===== config.mk =====
export PLATFORM = sky130hd
export DESIGN_NAME = cfq_class_tbl
export DESIGN_NICKNAME = d
export VERILOG_FILES = /design/src/sv/cfq_pkg.sv /design/src/sv/cfq_class_tbl.sv
export SDC_FILE = /design/constraint.sdc
export NUM_CORES = 2
export LEC_CHECK = 0
export BUFFER_PORTS_ARGS = -buffer_cell sky130_fd_sc_hd__buf_4
export CAP_MARGIN = 20
export CORE_UTILIZATION = 60
export DETAILED_ROUTE_END_ITERATION = 10
export PLACE_DENSITY = 0.76
export SYNTH_ARGS = -nofsm -noshare
export SYNTH_HDL_FRONTEND = slang
export SYNTH_SLANG_ARGS = --single-unit

===== constraint.sdc =====
create_clock -name clk_i -period 3.3 [get_ports clk_i]
set_clock_uncertainty 0.2 [all_clocks]
set_input_delay 0.99 -clock clk_i [delete_from_list [all_inputs] [get_ports clk_i]]
set_output_delay 0.99 -clock clk_i [all_outputs]
set_load 0.02 [all_outputs]

===== src/sv/cfq_pkg.sv =====
// Shared types and constants for the per-class credit FIFO.
package cfq_pkg;

  localparam int unsigned NumClassesDef = 63;
  localparam int unsigned PoolDepthDef  = 1024;

  localparam int unsigned OpW     = 2;
  localparam int unsigned ClassW  = 6;
  localparam int unsigned CreditW = 16;
  localparam int unsigned IdW     = 31;
  localparam int unsigned StatusW = 2;

  typedef enum logic [OpW-1:0] {
    OP_SET_CREDIT = 2'd0,
    OP_ENQUEUE    = 2'd1,
    OP_POP        = 2'd2,
    OP_RSVD       = 2'd3
  } op_e;

  typedef enum logic [StatusW-1:0] {
    ST_OK        = 2'd0,
    ST_EMPTY     = 2'd1,
    ST_FULL      = 2'd2,
    ST_BAD_CLASS = 2'd3
  } status_e;

  typedef enum logic [2:0] {
    S_IDLE,
    S_SET,
    S_ENQ_RD,
    S_ENQ_WR,
    S_POP_RD,
    S_POP_RD2,
    S_POP_WR,
    S_RESP
  } seq_state_e;

  typedef struct packed {
    logic [OpW-1:0]     op;
    logic [ClassW-1:0]  class_num;
    logic [CreditW-1:0] credit_count;
    logic [IdW-1:0]     item_id;
  } in_item_t;

  typedef struct packed {
    logic [StatusW-1:0] status;
    logic [IdW-1:0]     out_id;
    logic [ClassW-1:0]  out_class;
    logic               granted;
  } out_item_t;

  typedef struct packed {
    logic rd_en;
    logic head_we;
    logic tail_we;
    logic credit_we;
    logic set_ne;
    logic clr_ne;
  } cls_ctl_t;

  typedef struct packed {
    logic rd_en;
    logic link_we;
    logic value_we;
  } pool_ctl_t;

endpackage


===== src/sv/cfq_class_tbl.sv =====
// Per-class head, tail, credit and non-empty tables with a registered lowest-class finder.
module cfq_class_tbl #(
  parameter int unsigned NUM_CLASSES = cfq_pkg::NumClassesDef,
  parameter int unsigned PTR_W       = 10,
  localparam int unsigned CIDX_W     = $clog2(NUM_CLASSES)
) (
  input  logic                        clk_i,
  input  logic                        rst_ni,
  input  cfq_pkg::cls_ctl_t           ctl_i,
  input  logic [CIDX_W-1:0]           idx_i,
  input  logic [PTR_W-1:0]            head_wdata_i,
  input  logic [PTR_W-1:0]            tail_wdata_i,
  input  logic [cfq_pkg::CreditW-1:0] credit_wdata_i,
  output logic [PTR_W-1:0]            head_rdata_o,
  output logic [PTR_W-1:0]            tail_rdata_o,
  output logic [cfq_pkg::CreditW-1:0] credit_rdata_o,
  output logic                        ne_rdata_o,
  output logic                        first_vld_o,
  output logic [CIDX_W-1:0]           first_idx_o
);

  logic [PTR_W-1:0]            head_mem [NUM_CLASSES];
  logic [PTR_W-1:0]            tail_mem [NUM_CLASSES];
  logic [cfq_pkg::CreditW-1:0] credit_mem [NUM_CLASSES];

  logic [NUM_CLASSES-1:0]      credit_vld_q;
  logic [NUM_CLASSES-1:0]      ne_q;

  logic [PTR_W-1:0]            head_rd_q;
  logic [PTR_W-1:0]            tail_rd_q;
  logic [cfq_pkg::CreditW-1:0] credit_rd_q;
  logic                        credit_vld_rd_q;
  logic                        ne_rd_q;

  logic                        first_vld_d, first_vld_q;
  logic [CIDX_W-1:0]           first_idx_d, first_idx_q;

  always_ff @(posedge clk_i) begin
    if (ctl_i.head_we) begin
      head_mem[idx_i] <= head_wdata_i;
    end
    if (ctl_i.tail_we) begin
      tail_mem[idx_i] <= tail_wdata_i;
    end
    if (ctl_i.credit_we) begin
      credit_mem[idx_i] <= credit_wdata_i;
    end
    if (ctl_i.rd_en) begin
      head_rd_q   <= head_mem[idx_i];
      tail_rd_q   <= tail_mem[idx_i];
      credit_rd_q <= credit_mem[idx_i];
    end
  end

  always_ff @(posedge clk_i or negedge rst_ni) begin
    if (!rst_ni) begin
      credit_vld_q    <= '0;
      ne_q            <= '0;
      credit_vld_rd_q <= 1'b0;
      ne_rd_q         <= 1'b0;
      first_vld_q     <= 1'b0;
      first_idx_q     <= '0;
    end else begin
      if (ctl_i.credit_we) begin
        credit_vld_q[idx_i] <= 1'b1;
      end
      if (ctl_i.set_ne) begin
        ne_q[idx_i] <= 1'b1;
      end else if (ctl_i.clr_ne) begin
        ne_q[idx_i] <= 1'b0;
      end
      if (ctl_i.rd_en) begin
        credit_vld_rd_q <= credit_vld_q[idx_i];
        ne_rd_q         <= ne_q[idx_i];
      end
      first_vld_q <= first_vld_d;
      first_idx_q <= first_idx_d;
    end
  end

  always_comb begin
    first_vld_d = 1'b0;
    first_idx_d = '0;
    for (int i = NUM_CLASSES - 1; i >= 0; i--) begin
      if (ne_q[i]) begin
        first_vld_d = 1'b1;
        first_idx_d = CIDX_W'(i);
      end
    end
  end

  assign head_rdata_o   = head_rd_q;
  assign tail_rdata_o   = tail_rd_q;
  assign credit_rdata_o = credit_vld_rd_q ? credit_rd_q : '0;
  assign ne_rdata_o     = ne_rd_q;
  assign first_vld_o    = first_vld_q;
  assign first_idx_o    = first_idx_q;

endmodule


* Yosys cells after proc, flatten, opt, wreduce, memory -nomap -nowiden
Memories as Yosys holds them, arrays and structs flattened. A register that Yosys moved wholly into a read port is not among the register bits.
Index checks and enable logic that the tools add are counted.
** Storage, ports and cells
- Register bits after elaboration :: 135
- Output and inout port bits :: 44
- Word-level logic and storage cells :: 158
- Bits of input ports :: 50
- RAM bits :: 2268
- Memories kept :: 3
** Memories
- credit_mem :: depth 63, bits a word 16, rd ports 1, clocked after Yosys merged registers in 1, wr ports 1, RTL line cfq_class_tbl.sv:24 : logic [cfq_pkg::CreditW-1:0] credit_mem [NUM_CLASSES];
- head_mem :: depth 63, bits a word 10, rd ports 1, clocked after Yosys merged registers in 1, wr ports 1, RTL line cfq_class_tbl.sv:22 : logic [PTR_W-1:0] head_mem [NUM_CLASSES];
- tail_mem :: depth 63, bits a word 10, rd ports 1, clocked after Yosys merged registers in 1, wr ports 1, RTL line cfq_class_tbl.sv:23 : logic [PTR_W-1:0] tail_mem [NUM_CLASSES];
** Cells by class
- Bitwise operators :: 4
- Magnitude comparators :: 2
- Mux-type cells :: 141
- Reductions and logical operators :: 2
** Operators by type and width (count)
- $mux W6 :: 63
- $mux W63 :: 2
- $or A63 B63 Y63 :: 2
- $mux W1 :: 72
- $and A63 B63 Y63 :: 1
- $not A63 Y63 :: 1
- $mux W16 :: 1
- $bmux W1 S6 :: 2
- $lt A6 B7 Y1 const B :: 1
- $demux W1 S6 :: 1
- $ge A6 B1 Y1 const B :: 1
- $reduce_bool A2 Y1 :: 1
- $logic_and A1 B1 Y1 :: 1

* Logic depth before layout (Yosys ltp)
- Depth in word-level cells :: 63
- Gate-level depth with buffers :: 12
- Gate-level depth less buffers :: 6

* Worst setup path before layout
No wires, ideal clock.
- Path kind :: in2reg
- Start point :: input idx_i[0]
- End point :: memory credit_mem[0][0] (netlist bit), enable pin
- Path buffers :: 4
- Required time :: 2711 ps
- Setup time :: 389 ps
- Stages :: 8
- Arrival time :: 3074 ps
- Path slack :: -364 ps
- Path through :: buf_6 > or2_2 > clkbuf_1 > nor2_1 > buf_2 > buf_2 > nand2_1 > nor2_1
** RTL lines
- from (decl) :: RTL line cfq_class_tbl.sv:10 : input logic [CIDX_W-1:0] idx_i,
- to (decl) :: RTL line cfq_class_tbl.sv:24
Straight into the memory's write port.

==> flow_summary.yaml <==
detailed_routing:
  ant_nets: 0
  dr.pass1.iters: 7
  vias_per_cell: 7.172
  wl_mm: 310.0
  first_iter_violations: 10990
  routedWlPerCell_um: 35.50
  drc_errors: 0
  vias: 62640
setup_path:
  cp_num_buf_inv: 5
  cpPeakStageDelay_ns: 0.73
  startpoint_type: "input port"
  worst_path_max_delay_cell: "a31oi_1"
  crit_type: "input port to register"
  worstPathArrival_ns: 3.71
  crit_family: "compound AO/OA/AOI/OAI gates"
  worst_setup_path_end_kind: "register"
  crit_chain: "buf_8, buf_4, nor2_4, buf_12, buf_4, buf_4, a22oi_1, nand3_1, a31oi_1, o211a_1, o2111ai_1"
  r2r_cells: 6
  cp_max_fo: 21
  worstPathRequired_ns: 3.68
  crit_path_frequent_cell: "buf_4"
  cp.depth: 11
run_status:
  violations: "negative setup slack"
  status: "finished, violations left"
place:
  placed_cell_area_um2: 107200
  dpl_worst_slack_ns: -0.6986
  dp_hpwl_mm: 197.0
  io_buffers: 93
  place_congestion: 0.9648
  place_inst: 8284
timing:
  setup_slack_ns: -0.02966
  period_needed_ns: 3.330
  fmax_ghz: 0.3003
  max_slew_margin_pct: 25.74
  setup_violations: 1
  worstMarginPinSlew_ns: 1.110
  hold_viol_final: 0
  rsz0062_at_grt: "false"
  final_max_slew_viol_count: 0
  final_min_period_over_clock_period_pct: 100.9
  setup_tns_ns: -0.02966
grt:
  grt_pass1_wl_mm: 437.6
  gr-total-overflow: 0
  grtUsageTotal_pct: 38.33
  antenna_found_initial: 15
  grt_pass1_vias: 60960
  grt_max_degree: 64
cells_and_area:
  post-route-cell-area_um2: 114900
  final_common_cell: "edfxtp_1"
  layout.nets: 6515
  drive_gt1_share_pct: 29.90
  syn2layout_area_growth_pct: 20.55
  layout.cells.non_filler: 8734
  final_cell_mix: "edfxtp_1 (2,304), buf_4 (903), a221oi_1 (328)"
logic_synthesis:
  syn-num-nets: 5550
  syn_inst: 5500
  avgSynthCellArea_um2: 17.32
  async_reset_ff_share_pct: 5.535
  synthFlopType: "edfxtp_1"
  synth-seq-cells: 2439
  ys_types: 70
  yosys_warnings: 0
  yosysSeqAreaShare_pct: 76.16
  synth-edff-count: 2304
  syn_area_um2: 95280
cts:
  clkLatencyLatePin_ns: 0.87
  cts_setup_buffers: 0
  cts_sinks: 2439
  cts_buffers: 230
  cts-root-buf: "clkbuf_16"
  cts_tree: "yes"
  cts_max_path_buffers: 3
  h-tree-depth: 4
  clkTransAtPathRegs_ns: 0.06
power_and_ir_drop:
  powerDensity_nw_per_um2: 584.2
  ir_drop_v: 0.0005807
  p_leak_nw: 39.34
  p_total_w: 0.06710
hold_path:
  min_path_cells: 1
  hold_class: "register to register"
floorplan:
  die_h_um: 400.5
  initial_core_util_pct: 60.71
  row_count: 145
  die-width_um: 400.5
  pin_count: 94
  die_area_um2: 160400
  core-area_um2: 156900
flow_run:
  max_cap_violations: 0
-- cell families after synthesis --
family | count (synthesis) | synth area share, %
DFF | 2439 | 76.16
AOI/OAI and AO/OA | 1258 | 9.482
and+or+nand+nor | 799 | 3.733
muxes | 604 | 8.446
buffers and inverters | 400 | 2.179
-- synthesized netlist by cell type, drive strengths merged, types with 4 or more instances --
library cell / number / share of area (%)
dfrtp: 135 / 3.5
o2bb2ai: 19 / 0.17
mux4: 136 / 3.2
o2111ai: 7 / 0.064
a211oi: 10 / 0.079
o22a: 19 / 0.17
a2bb2oi: 4 / 0.037
clkbuf: 108 / 0.43
mux2i: 234 / 2.5
o21a: 4 / 0.032
nor4: 11 / 0.072
a221oi: 329 / 3.0
and3: 6 / 0.039
a222oi: 16 / 0.17
nand2b: 11 / 0.072
nor2b: 15 / 0.098
a22oi: 160 / 1.3
a22o: 35 / 0.32
and2: 25 / 0.16
nand3: 22 / 0.12
a221o: 49 / 0.51
o21ai: 277 / 1.5
nand4b: 4 / 0.037
nor3: 16 / 0.084
o211ai: 16 / 0.13
or2: 67 / 0.44
a21oi: 125 / 0.66
buf: 276 / 1.7
or4: 17 / 0.13
o221ai: 28 / 0.26
inv: 16 / 0.063
a31oi: 14 / 0.092
o31ai: 5 / 0.039
nand2: 202 / 0.80
or3: 4 / 0.026
nor2: 378 / 1.5
mux2: 234 / 2.8
nand4: 12 / 0.079
edfxtp: 2304 / 73
o22ai: 115 / 0.76
-- cell type report --
class                           instances  area (um2)
Inverter                               16       77.57
Tap cell                             2058        2575
Sequential cell                      2439       72560
Fill cell                            8765       42080
Multi-Input combinational cell       2661       21050
Clock buffer                          281        6060
Timing Repair Buffer                 1117       11010
Antenna cell                           10       25.02
Clock inverter                        152        1493
-- routing by layer --
| metal | vias up | routed length (um) | part of all wire, % | global-route usage, % |
|---|---|---|---|---|
| met5 | - | 62 | 0.020 | 0 |
| met4 | 8 | 20710 | 6.7 | 21.45 |
| met3 | 1251 | 49880 | 16 | 11.62 |
| met2 | 6032 | 136900 | 44 | 56.66 |
| met1 | 30970 | 102500 | 33 | 51.21 |
| li1 | 24380 | - | - | - |
-- worst paths after layout --
path,startpoint,end,slack (ns)
max in group asynchronous,rst_ni,credit_vld_q[38],1.49
max reg2reg,credit_mem[21][7],credit_rd_q[7],0.36
min in group asynchronous,rst_ni,async pin,0.49
min reg2reg,credit_vld_q[42],credit_vld_q[42],0.27
max,idx_i[2],credit_rd_q[4],-0.03
min,credit_vld_q[42],credit_vld_q[42],0.27
-- sequential cells by signal, indices dropped and copies added (netlist names), 6 cells and up, named ones only --
name,cells
credit_vld_q,63
tail_rdata_o,10
head_mem,630
first_idx_o,6
tail_mem,630
credit_mem,1008
credit_rd_q,16
head_rdata_o,10
-- timing repair --
item                                   in CTS  in global routing
endpoints found under the hold margin      52                  0
hold buffers                                1                  0
resized for setup                           0                  0
-- metrics by stage --
step                hold WS (ns)  utilization (%)
finish                    0.2667            73.19
floorplan                 0.2334                -
CTS                       0.2672            73.14
global placement          0.2445            68.32
detailed placement        0.2492            68.32
global route              0.2778            73.17
-- report_power, final --
part / total [W] / internal (W) / switching (W)
clock network: 0.0266 / 0.0149 / 0.0116
registers: 0.0349 / 0.0344 / 0.000447
logic: 0.00562 / 0.00213 / 0.00349
(Power assumes the default switching activity.)
