`config.mk`:
```
export PLATFORM = sky130hd
export DESIGN_NAME = cfq_seq
export DESIGN_NICKNAME = d
export VERILOG_FILES = /design/src/sv/cfq_pkg.sv /design/src/sv/cfq_seq.sv
export SDC_FILE = /design/constraint.sdc
export NUM_CORES = 1
export LEC_CHECK = 0
export ABC_AREA = 1
export BUFFER_PORTS_ARGS = -buffer_cell sky130_fd_sc_hd__buf_2
export CAP_MARGIN = 0
export CORE_AREA = 5 5 133 135
export DETAILED_ROUTE_END_ITERATION = 10
export DIE_AREA = 0 0 138 140
export PLACE_DENSITY = 0.84
export SLEW_MARGIN = 20
export SYNTH_ARGS = -nofsm -noshare
export SYNTH_HDL_FRONTEND = slang
export SYNTH_SLANG_ARGS = --single-unit
```
`constraint.sdc`:
```
create_clock -name clk_i -period 9.15 [get_ports clk_i]
set_input_delay 0.4575 -clock clk_i [delete_from_list [all_inputs] [get_ports clk_i]]
set_output_delay 0.4575 -clock clk_i [all_outputs]
set_load 0.1 [all_outputs]
```
`src/sv/cfq_pkg.sv`:
```
// Shared types and constants for the per-class credit FIFO.
package cfq_pkg;

  localparam int unsigned NumClassesDef = 63;
  localparam int unsigned PoolDepthDef  = 1024;

  localparam int unsigned OpW     = 2;
  localparam int unsigned ClassW  = 6;
  localparam int unsigned CreditW = 16;
  localparam int unsigned IdW     = 31;
  localparam int unsigned StatusW = 2;

  typedef enum logic [OpW-1:0] {
    OP_SET_CREDIT = 2'd0,
    OP_ENQUEUE    = 2'd1,
    OP_POP        = 2'd2,
    OP_RSVD       = 2'd3
  } op_e;

  typedef enum logic [StatusW-1:0] {
    ST_OK        = 2'd0,
    ST_EMPTY     = 2'd1,
    ST_FULL      = 2'd2,
    ST_BAD_CLASS = 2'd3
  } status_e;

  typedef enum logic [2:0] {
    S_IDLE,
    S_SET,
    S_ENQ_RD,
    S_ENQ_WR,
    S_POP_RD,
    S_POP_RD2,
    S_POP_WR,
    S_RESP
  } seq_state_e;

  typedef struct packed {
    logic [OpW-1:0]     op;
    logic [ClassW-1:0]  class_num;
    logic [CreditW-1:0] credit_count;
    logic [IdW-1:0]     item_id;
  } in_item_t;

  typedef struct packed {
    logic [StatusW-1:0] status;
    logic [IdW-1:0]     out_id;
    logic [ClassW-1:0]  out_class;
    logic               granted;
  } out_item_t;

  typedef struct packed {
    logic rd_en;
    logic head_we;
    logic tail_we;
    logic credit_we;
    logic set_ne;
    logic clr_ne;
  } cls_ctl_t;

  typedef struct packed {
    logic rd_en;
    logic link_we;
    logic value_we;
  } pool_ctl_t;

endpackage

```
`src/sv/cfq_seq.sv`:
```
// Operation sequencer: free-list state, table and pool access steps, result register.
module cfq_seq #(
  parameter int unsigned NUM_CLASSES = cfq_pkg::NumClassesDef,
  parameter int unsigned POOL_DEPTH  = cfq_pkg::PoolDepthDef,
  localparam int unsigned PTR_W      = $clog2(POOL_DEPTH),
  localparam int unsigned CNT_W      = $clog2(POOL_DEPTH + 1),
  localparam int unsigned CIDX_W     = $clog2(NUM_CLASSES)
) (
  input  logic                        clk_i,
  input  logic                        rst_ni,
  input  logic                        in_valid_i,
  output logic                        in_ready_o,
  input  cfq_pkg::in_item_t           in_item_i,
  output logic                        out_valid_o,
  input  logic                        out_ready_i,
  output cfq_pkg::out_item_t          out_item_o,
  output cfq_pkg::cls_ctl_t           cls_ctl_o,
  output logic [CIDX_W-1:0]           cls_idx_o,
  output logic [PTR_W-1:0]            head_wdata_o,
  output logic [PTR_W-1:0]            tail_wdata_o,
  output logic [cfq_pkg::CreditW-1:0] credit_wdata_o,
  input  logic [PTR_W-1:0]            head_rdata_i,
  input  logic [PTR_W-1:0]            tail_rdata_i,
  input  logic [cfq_pkg::CreditW-1:0] credit_rdata_i,
  input  logic                        ne_rdata_i,
  input  logic                        first_vld_i,
  input  logic [CIDX_W-1:0]           first_idx_i,
  output cfq_pkg::pool_ctl_t          pool_ctl_o,
  output logic [PTR_W-1:0]            pool_rd_addr_o,
  output logic [PTR_W-1:0]            link_waddr_o,
  output logic [PTR_W-1:0]            link_wdata_o,
  output logic [PTR_W-1:0]            value_waddr_o,
  output logic [cfq_pkg::IdW-1:0]     value_wdata_o,
  input  logic [PTR_W-1:0]            link_rdata_i,
  input  logic [cfq_pkg::IdW-1:0]     value_rdata_i
);

  cfq_pkg::seq_state_e state_d, state_q;
  cfq_pkg::in_item_t   in_d, in_q;
  logic [CIDX_W-1:0]   cls_d, cls_q;
  cfq_pkg::out_item_t  res_d, res_q;
  cfq_pkg::out_item_t  out_d, out_q;
  logic                out_valid_d, out_valid_q;
  logic [CNT_W-1:0]    fresh_d, fresh_q;
  logic [PTR_W-1:0]    free_head_d, free_head_q;
  logic [CNT_W-1:0]    free_len_d, free_len_q;

  logic                cls_ok;
  logic                use_free;
  logic                pool_full;
  logic [PTR_W-1:0]    new_node;
  logic                out_free;

  assign cls_ok    = (in_item_i.class_num != '0) &&
                     (in_item_i.class_num <= cfq_pkg::ClassW'(NUM_CLASSES));
  assign use_free  = (free_len_q != '0);
  assign pool_full = !use_free && (fresh_q == CNT_W'(POOL_DEPTH));
  assign new_node  = use_free ? free_head_q : fresh_q[PTR_W-1:0];
  assign out_free  = !out_valid_q || out_ready_i;

  always_comb begin
    state_d = state_q;
    unique case (state_q)
      cfq_pkg::S_IDLE: begin
        if (in_valid_i) begin
          unique case (in_item_i.op)
            cfq_pkg::OP_SET_CREDIT: state_d = cls_ok ? cfq_pkg::S_SET : cfq_pkg::S_RESP;
            cfq_pkg::OP_ENQUEUE:    state_d = cls_ok ? cfq_pkg::S_ENQ_RD : cfq_pkg::S_RESP;
            cfq_pkg::OP_POP:        state_d = first_vld_i ? cfq_pkg::S_POP_RD : cfq_pkg::S_RESP;
            default:                state_d = cfq_pkg::S_RESP;
          endcase
        end
      end
      cfq_pkg::S_SET:     state_d = cfq_pkg::S_RESP;
      cfq_pkg::S_ENQ_RD:  state_d = pool_full ? cfq_pkg::S_RESP : cfq_pkg::S_ENQ_WR;
      cfq_pkg::S_ENQ_WR:  state_d = cfq_pkg::S_RESP;
      cfq_pkg::S_POP_RD:  state_d = cfq_pkg::S_POP_RD2;
      cfq_pkg::S_POP_RD2: state_d = cfq_pkg::S_POP_WR;
      cfq_pkg::S_POP_WR:  state_d = cfq_pkg::S_RESP;
      cfq_pkg::S_RESP: begin
        if (out_free) begin
          state_d = cfq_pkg::S_IDLE;
        end
      end
      default: state_d = cfq_pkg::S_IDLE;
    endcase
  end

  always_comb begin
    in_d           = in_q;
    cls_d          = cls_q;
    res_d          = res_q;
    out_d          = out_q;
    out_valid_d    = out_valid_q && !out_ready_i;
    fresh_d        = fresh_q;
    free_head_d    = free_head_q;
    free_len_d     = free_len_q;
    cls_ctl_o      = '0;
    pool_ctl_o     = '0;
    head_wdata_o   = new_node;
    tail_wdata_o   = new_node;
    credit_wdata_o = in_q.credit_count;
    pool_rd_addr_o = free_head_q;
    link_waddr_o   = tail_rdata_i;
    link_wdata_o   = new_node;
    value_waddr_o  = new_node;
    value_wdata_o  = in_q.item_id;
    in_ready_o     = 1'b0;

    unique case (state_q)
      cfq_pkg::S_IDLE: begin
        in_ready_o = 1'b1;
        if (in_valid_i) begin
          in_d  = in_item_i;
          cls_d = CIDX_W'(in_item_i.class_num - cfq_pkg::ClassW'(1));
          res_d = '0;
          unique case (in_item_i.op)
            cfq_pkg::OP_SET_CREDIT, cfq_pkg::OP_ENQUEUE: begin
              if (!cls_ok) begin
                res_d.status = cfq_pkg::ST_BAD_CLASS;
              end
            end
            cfq_pkg::OP_POP: begin
              cls_d = first_idx_i;
              if (!first_vld_i) begin
                res_d.status = cfq_pkg::ST_EMPTY;
              end
            end
            default: res_d.status = cfq_pkg::ST_BAD_CLASS;
          endcase
        end
      end
      cfq_pkg::S_SET: begin
        cls_ctl_o.credit_we = 1'b1;
      end
      cfq_pkg::S_ENQ_RD: begin
        cls_ctl_o.rd_en  = 1'b1;
        pool_ctl_o.rd_en = 1'b1;
        if (pool_full) begin
          res_d.status = cfq_pkg::ST_FULL;
        end
      end
      cfq_pkg::S_ENQ_WR: begin
        pool_ctl_o.value_we = 1'b1;
        pool_ctl_o.link_we  = ne_rdata_i;
        cls_ctl_o.head_we   = !ne_rdata_i;
        cls_ctl_o.tail_we   = 1'b1;
        cls_ctl_o.set_ne    = 1'b1;
        if (use_free) begin
          free_head_d = link_rdata_i;
          free_len_d  = free_len_q - CNT_W'(1);
        end else begin
          fresh_d = fresh_q + CNT_W'(1);
        end
      end
      cfq_pkg::S_POP_RD: begin
        cls_ctl_o.rd_en = 1'b1;
      end
      cfq_pkg::S_POP_RD2: begin
        pool_ctl_o.rd_en = 1'b1;
        pool_rd_addr_o   = head_rdata_i;
      end
      cfq_pkg::S_POP_WR: begin
        res_d.out_id    = value_rdata_i;
        res_d.out_class = cfq_pkg::ClassW'(cls_q) + cfq_pkg::ClassW'(1);
        head_wdata_o    = link_rdata_i;
        if (tail_rdata_i == head_rdata_i) begin
          cls_ctl_o.clr_ne = 1'b1;
        end else begin
          cls_ctl_o.head_we = 1'b1;
        end
        pool_ctl_o.link_we = 1'b1;
        link_waddr_o       = head_rdata_i;
        link_wdata_o       = free_head_q;
        free_head_d        = head_rdata_i;
        free_len_d         = free_len_q + CNT_W'(1);
        credit_wdata_o     = credit_rdata_i - cfq_pkg::CreditW'(1);
        if (credit_rdata_i != '0) begin
          cls_ctl_o.credit_we = 1'b1;
          res_d.granted       = 1'b1;
        end
      end
      cfq_pkg::S_RESP: begin
        if (out_free) begin
          out_d       = res_q;
          out_valid_d = 1'b1;
        end
      end
      default: ;
    endcase
  end

  always_ff @(posedge clk_i or negedge rst_ni) begin
    if (!rst_ni) begin
      state_q     <= cfq_pkg::S_IDLE;
      out_valid_q <= 1'b0;
      fresh_q     <= '0;
      free_head_q <= '0;
      free_len_q  <= '0;
    end else begin
      state_q     <= state_d;
      out_valid_q <= out_valid_d;
      fresh_q     <= fresh_d;
      free_head_q <= free_head_d;
      free_len_q  <= free_len_d;
    end
  end

  always_ff @(posedge clk_i) begin
    in_q  <= in_d;
    cls_q <= cls_d;
    res_q <= res_d;
    out_q <= out_d;
  end

  assign cls_idx_o   = cls_q;
  assign out_valid_o = out_valid_q;
  assign out_item_o  = out_q;

`ifndef SYNTHESIS
  a_free_within_used: assert property (@(posedge clk_i) disable iff (!rst_ni)
    free_len_q <= fresh_q)
    else $error("free list longer than nodes handed out");

  a_fresh_bound: assert property (@(posedge clk_i) disable iff (!rst_ni)
    fresh_q <= CNT_W'(POOL_DEPTH))
    else $error("fresh node count beyond pool depth");

  a_out_from_resp: assert property (@(posedge clk_i) disable iff (!rst_ni)
    $rose(out_valid_q) |-> $past(state_q == cfq_pkg::S_RESP))
    else $error("result presented outside response step");

  a_busy_after_accept: assert property (@(posedge clk_i) disable iff (!rst_ni)
    (in_valid_i && in_ready_o) |=> (state_q != cfq_pkg::S_IDLE))
    else $error("sequencer idle right after a transfer");
`endif

endmodule

```
# [After elaboration in Yosys (flattened, before gate mapping)]
# Cells that the tools add are included.
[classes] n_addsub=6 n_lt_le_gt_ge=1 n_eq_ne=16 n_mux=40 bitwise=1 n_reduce_logical=28
[op_table] operator="$pmux 38 s2" count=1
[op_table] operator="$mux 10" count=6
[op_table] operator="$mux 40" count=1
[op_table] operator="$add 11x1->11 const B" count=2
[op_table] operator="$pmux 11 s2" count=1
[op_table] operator="$pmux 10 s2" count=1
[op_table] operator="$pmux 3 s6" count=1
[op_table] operator="$mux 16" count=1
[op_table] operator="$reduce_bool 16->1" count=1
[op_table] operator="$sub 16x1->16 const B" count=1
[op_table] operator="$mux 3" count=5
[op_table] operator="$eq 3x3->1 const B" count=4
[op_table] operator="$mux 1" count=12
[op_table] operator="$reduce_and 2->1" count=6
[op_table] operator="$eq 11x11->1 const B" count=1
[op_table] operator="$mux 11" count=1
[op_table] operator="$reduce_bool 11->1" count=1
[op_table] operator="$sub 11x1->11 const B" count=1
[op_table] operator="$eq 10x10->1" count=1
[op_table] operator="$ne 2x2->1 const B" count=5
[op_table] operator="$pmux 3 s3" count=1
[op_table] operator="$pmux 2 s2" count=2
[op_table] operator="$add 6x1->6 const B" count=1
[op_table] operator="$eq 3x2->1 const B" count=2
[op_table] operator="19 further kinds" count=33
[word_totals] reg_bits=169 in_bits=144 output_inout_bits=164 elab_cells=108

# [Longest topological paths before layout]
[depth] depth_word=6 mapped_depth=15

# [Least setup slack after synthesis]
# Ideal clock, no wire load.
[synth_path] kind="flip-flop to flip-flop" startpoint="reg state_q[2]" endpoint="reg res_q[10] (netlist name) (enable)" setup_ps=395 arrival_ps=4220 setup_slack_ps=4535 stages_incl_launch_ff=7 synth_period_minus_slack_ps=4615 path_cell_list="dfrtp_1 -> buf_2 -> nor2_1 -> nand2_1 -> nor2_1 -> inv_1 -> nand2_1"
[synth_via] elab_chain_len=3
[synth_lines] element="start, declared" line="cfq_seq.sv:38" source="cfq_pkg::seq_state_e state_d, state_q;"
[synth_lines] element="start signal, assigned" line="cfq_seq.sv:195" source="state_q <= cfq_pkg::S_IDLE;"
[synth_lines] element="start signal, assigned" line="cfq_seq.sv:201" source="state_q <= state_d;"
[synth_lines] element="$eq 3x3->1 or $logic_not 3->1 (tied branches)" line="cfq_seq.sv:110" source="unique case (state_q)"
[synth_lines] element="$reduce_bool 2->1 (no source line) or $ne 2x2->1 (tied branches)"
[synth_lines] element="$reduce_and 2->1 (no source line) (*)"
[synth_lines] element="end signal, assigned" line="cfq_seq.sv:212" source="res_q <= res_d;"
[synth_lines] element="end, declared" line="cfq_seq.sv:41" source="cfq_pkg::out_item_t res_d, res_q;"
# Mark *: on every way between the ends. The rest lies on a longest branch, timed or not.
# A chain may end at the register's enable or synchronous reset.

==> summary.txt <==
Setup Skew: 0.0113 ns
RR Startpoint: state_q[0]
Worst endpoint required time: 8.69 ns
Multi-input gate area: 2820 sq um
GRT Total Usage: 24.3%
CTS sink cnt: 169
Fraction of final layout cells sized beyond drive strength 1: 31.5%
Max_slew headroom: 28.3%
Netlist area before placement: 8580 sq um
Full die area: 19300 sq um
Die outline height: 140 um
Slew Viols, Final: 0
Global route overflow: 0
CTS tree: yes
CTS Buffer Depth: 2
DR vias: 7200
R2R depth: 9
Post-route ant nets: 0
Synth Warn #: 0
EDFF count, synth: 133
Final min period: 3.35 ns
DRT Pass-1 Iters: 6
Antenna violations before repair: 0
Setup Fix Bufs, Post-CTS: 0
Detailed Route WL: 24.0 mm
Synthesized flop and latch total: 169
FP Rows: 47
Core area: 16300 sq um
Total negative slack: 0 ns
Fill count: 1332
I/O Buffers: 307
Root buffer cell: clkbuf_16
Die width: 138 um
Predominant post-synthesis flop cell: edfxtp_1
Hold slack final: 0.139 ns
Hpwl dp: 18.2 mm
CTS Hold Bufs: 0
Fin. Hold Viols: 0
Drt wl/cell: 16.9 um
Worst path slowest cell: inv_2
RSZ-0062 raised after global routing: no
1st-iter DRT viols: 635
Area Growth Syn to Fin: 23.6%
Worst setup EP type: primary output
Gate Count Post-Synth: 923
Worst path max stage delay: 0.69 ns
Final setup viols: 0
Mean Syn Cell Area: 9.30 sq um
Final period utilization: 36.6%
# DRC: 0
Hold Path Class: in -> async
Status: complete, no violations
Max-cap violation count: 0
Vias per inst: 5.07
Vias in the first global route: 6906
Setup Crit Path Kind: reg -> out
Crit path cell chain: nand3_4, inv_2, nand2_1, o21ai_0, buf_2
Syn_nets: 1083
Initial Utilization: 52.5%
Worst slew pin tran: 1.07 ns
I/O pins: 308
Register Area: 4890 sq um
WP data arrival: 2.90 ns
RePlAce Congestion: 0.934
Reg-to-Reg End: free_len_q[6]
FMAX: 298 MHz
First-pass GRT wire length: 37.3 mm
Largest net degree at the start of global routing: 75
Worst-path clk slew: 0.08 ns
Most frequent cells in the layout: buf_2, nand2_1, edfxtp_1
Critical Path Source Type: register
Asr flop ratio synth: 21.3%
Register area share after synthesis: 57.0%
Setup slack, reg-to-reg: 6.22 ns
Distinct cells, synth: 40
Worst skew pair latency: 0.43 ns
Post_cts resized: 0
Htree depth: 4
Crit-path max FO: 42
Net count, final: 1345
Inserted Clock Buffers: 17
Commonest non-fill, non-tap cell in the layout: buf_2
synthesized netlist by cell type, types with 2 or more instances:
cell | n | share of area [%]
o21ai_2 | 8 | 0.82
nor2_2 | 2 | 0.15
clkbuf_1 | 7 | 0.31
nand3b_1 | 2 | 0.17
inv_1 | 109 | 4.8
nor2_1 | 99 | 4.3
ha_1 | 15 | 2.2
dfrtp_1 | 36 | 10
inv_2 | 5 | 0.22
o21ai_0 | 49 | 2.9
edfxtp_1 | 133 | 47
buf_6 | 2 | 0.26
nor3_1 | 9 | 0.52
o21a_1 | 2 | 0.17
buf_2 | 13 | 0.76
nand2_1 | 263 | 12
nand2_2 | 12 | 0.87
o21bai_1 | 7 | 0.61
nand3_1 | 33 | 1.9
a21oi_1 | 20 | 1.2
xor2_1 | 18 | 1.8
xnor2_1 | 10 | 1.0
nand4_1 | 9 | 0.66
buf_4 | 44 | 3.8
layout make-up:
cell class | instances | area share (%)
Inverter | 115 | 4.07
Antenna cell | 1 | 0.0236
Timing Repair Buffer | 310 | 14.7
Sequential cell | 169 | 46.2
Tap cell | 220 | 2.60
Clock buffer | 17 | 4.01
Clock inverter | 15 | 1.85
Multi-Input combinational cell | 572 | 26.6
routing by layer:
layer	vias up	global-route usage (%)	wire length, um
met5	-	0	0
li1	3460	-	-
met3	37	6.58	2060
met4	0	7.85	645
met1	3347	29.8	9300
met2	356	42.0	12000
worst max-delay path by stage:
stage,startpoint,end,slack [ns],cells after the start
2_1_floorplan,state_q[2],res_q[10],4.54,6
3_3_place_gp,state_q[1],cls_ctl_o[2],6.38,5
3_5_place_dp,state_q[1],cls_ctl_o[2],6.24,5
4_1_cts,state_q[1],cls_ctl_o[2],5.79,5
5_1_grt,state_q[1],cls_ctl_o[2],5.61,5
6_report,state_q[1],cls_ctl_o[2],5.80,5
flip-flops by register name (all words and copies together), names as in the netlist:
| register | cells |
|---|---|
| out_item_o | 40 |
| res_q | 40 |
| value_wdata_o | 31 |
| in_q | 16 |
| free_len_q | 11 |
| fresh_q | 11 |
| free_head_q | 10 |
| cls_idx_o | 6 |
| state_q | 3 |
| out_valid_o | 1 |
cell families (layout without fill, tap and decap cells):
family / after synthesis / after routing / synth area share (%)
other cells: 0 / 1 / 0
fa+ha+maj: 16 / 16 / 2.42
compound gates: 92 / 92 / 6.27
xor+xnor: 28 / 28 / 2.86
simple gates: 436 / 436 / 21.0
flops: 169 / 169 / 57.0
buf+inv: 182 / 457 / 10.4
worst max-delay path, delay by kind of cell, from the launching register on:
kind,cells,cell delay [ns]
compound gates,1,0.16
buf+inv,2,1.18
flops,1,0.59
simple gates,2,0.52
stage by stage:
step                cells  worst slack [ns]  area (sq um)  util (%)
detailed placement   1386              6.24          9980      61.0
global route         1418              5.61         10600      64.8
finish               1419              5.80         10600      64.9
global placement     1386              6.38          9980      61.0
CTS                  1418              5.79         10600      64.8
floorplan             923              4.54          8580         -
Power is left out: the tool's default activity adds up to more than one toggle a clock period on the data nets, which glitch-free logic cannot reach.
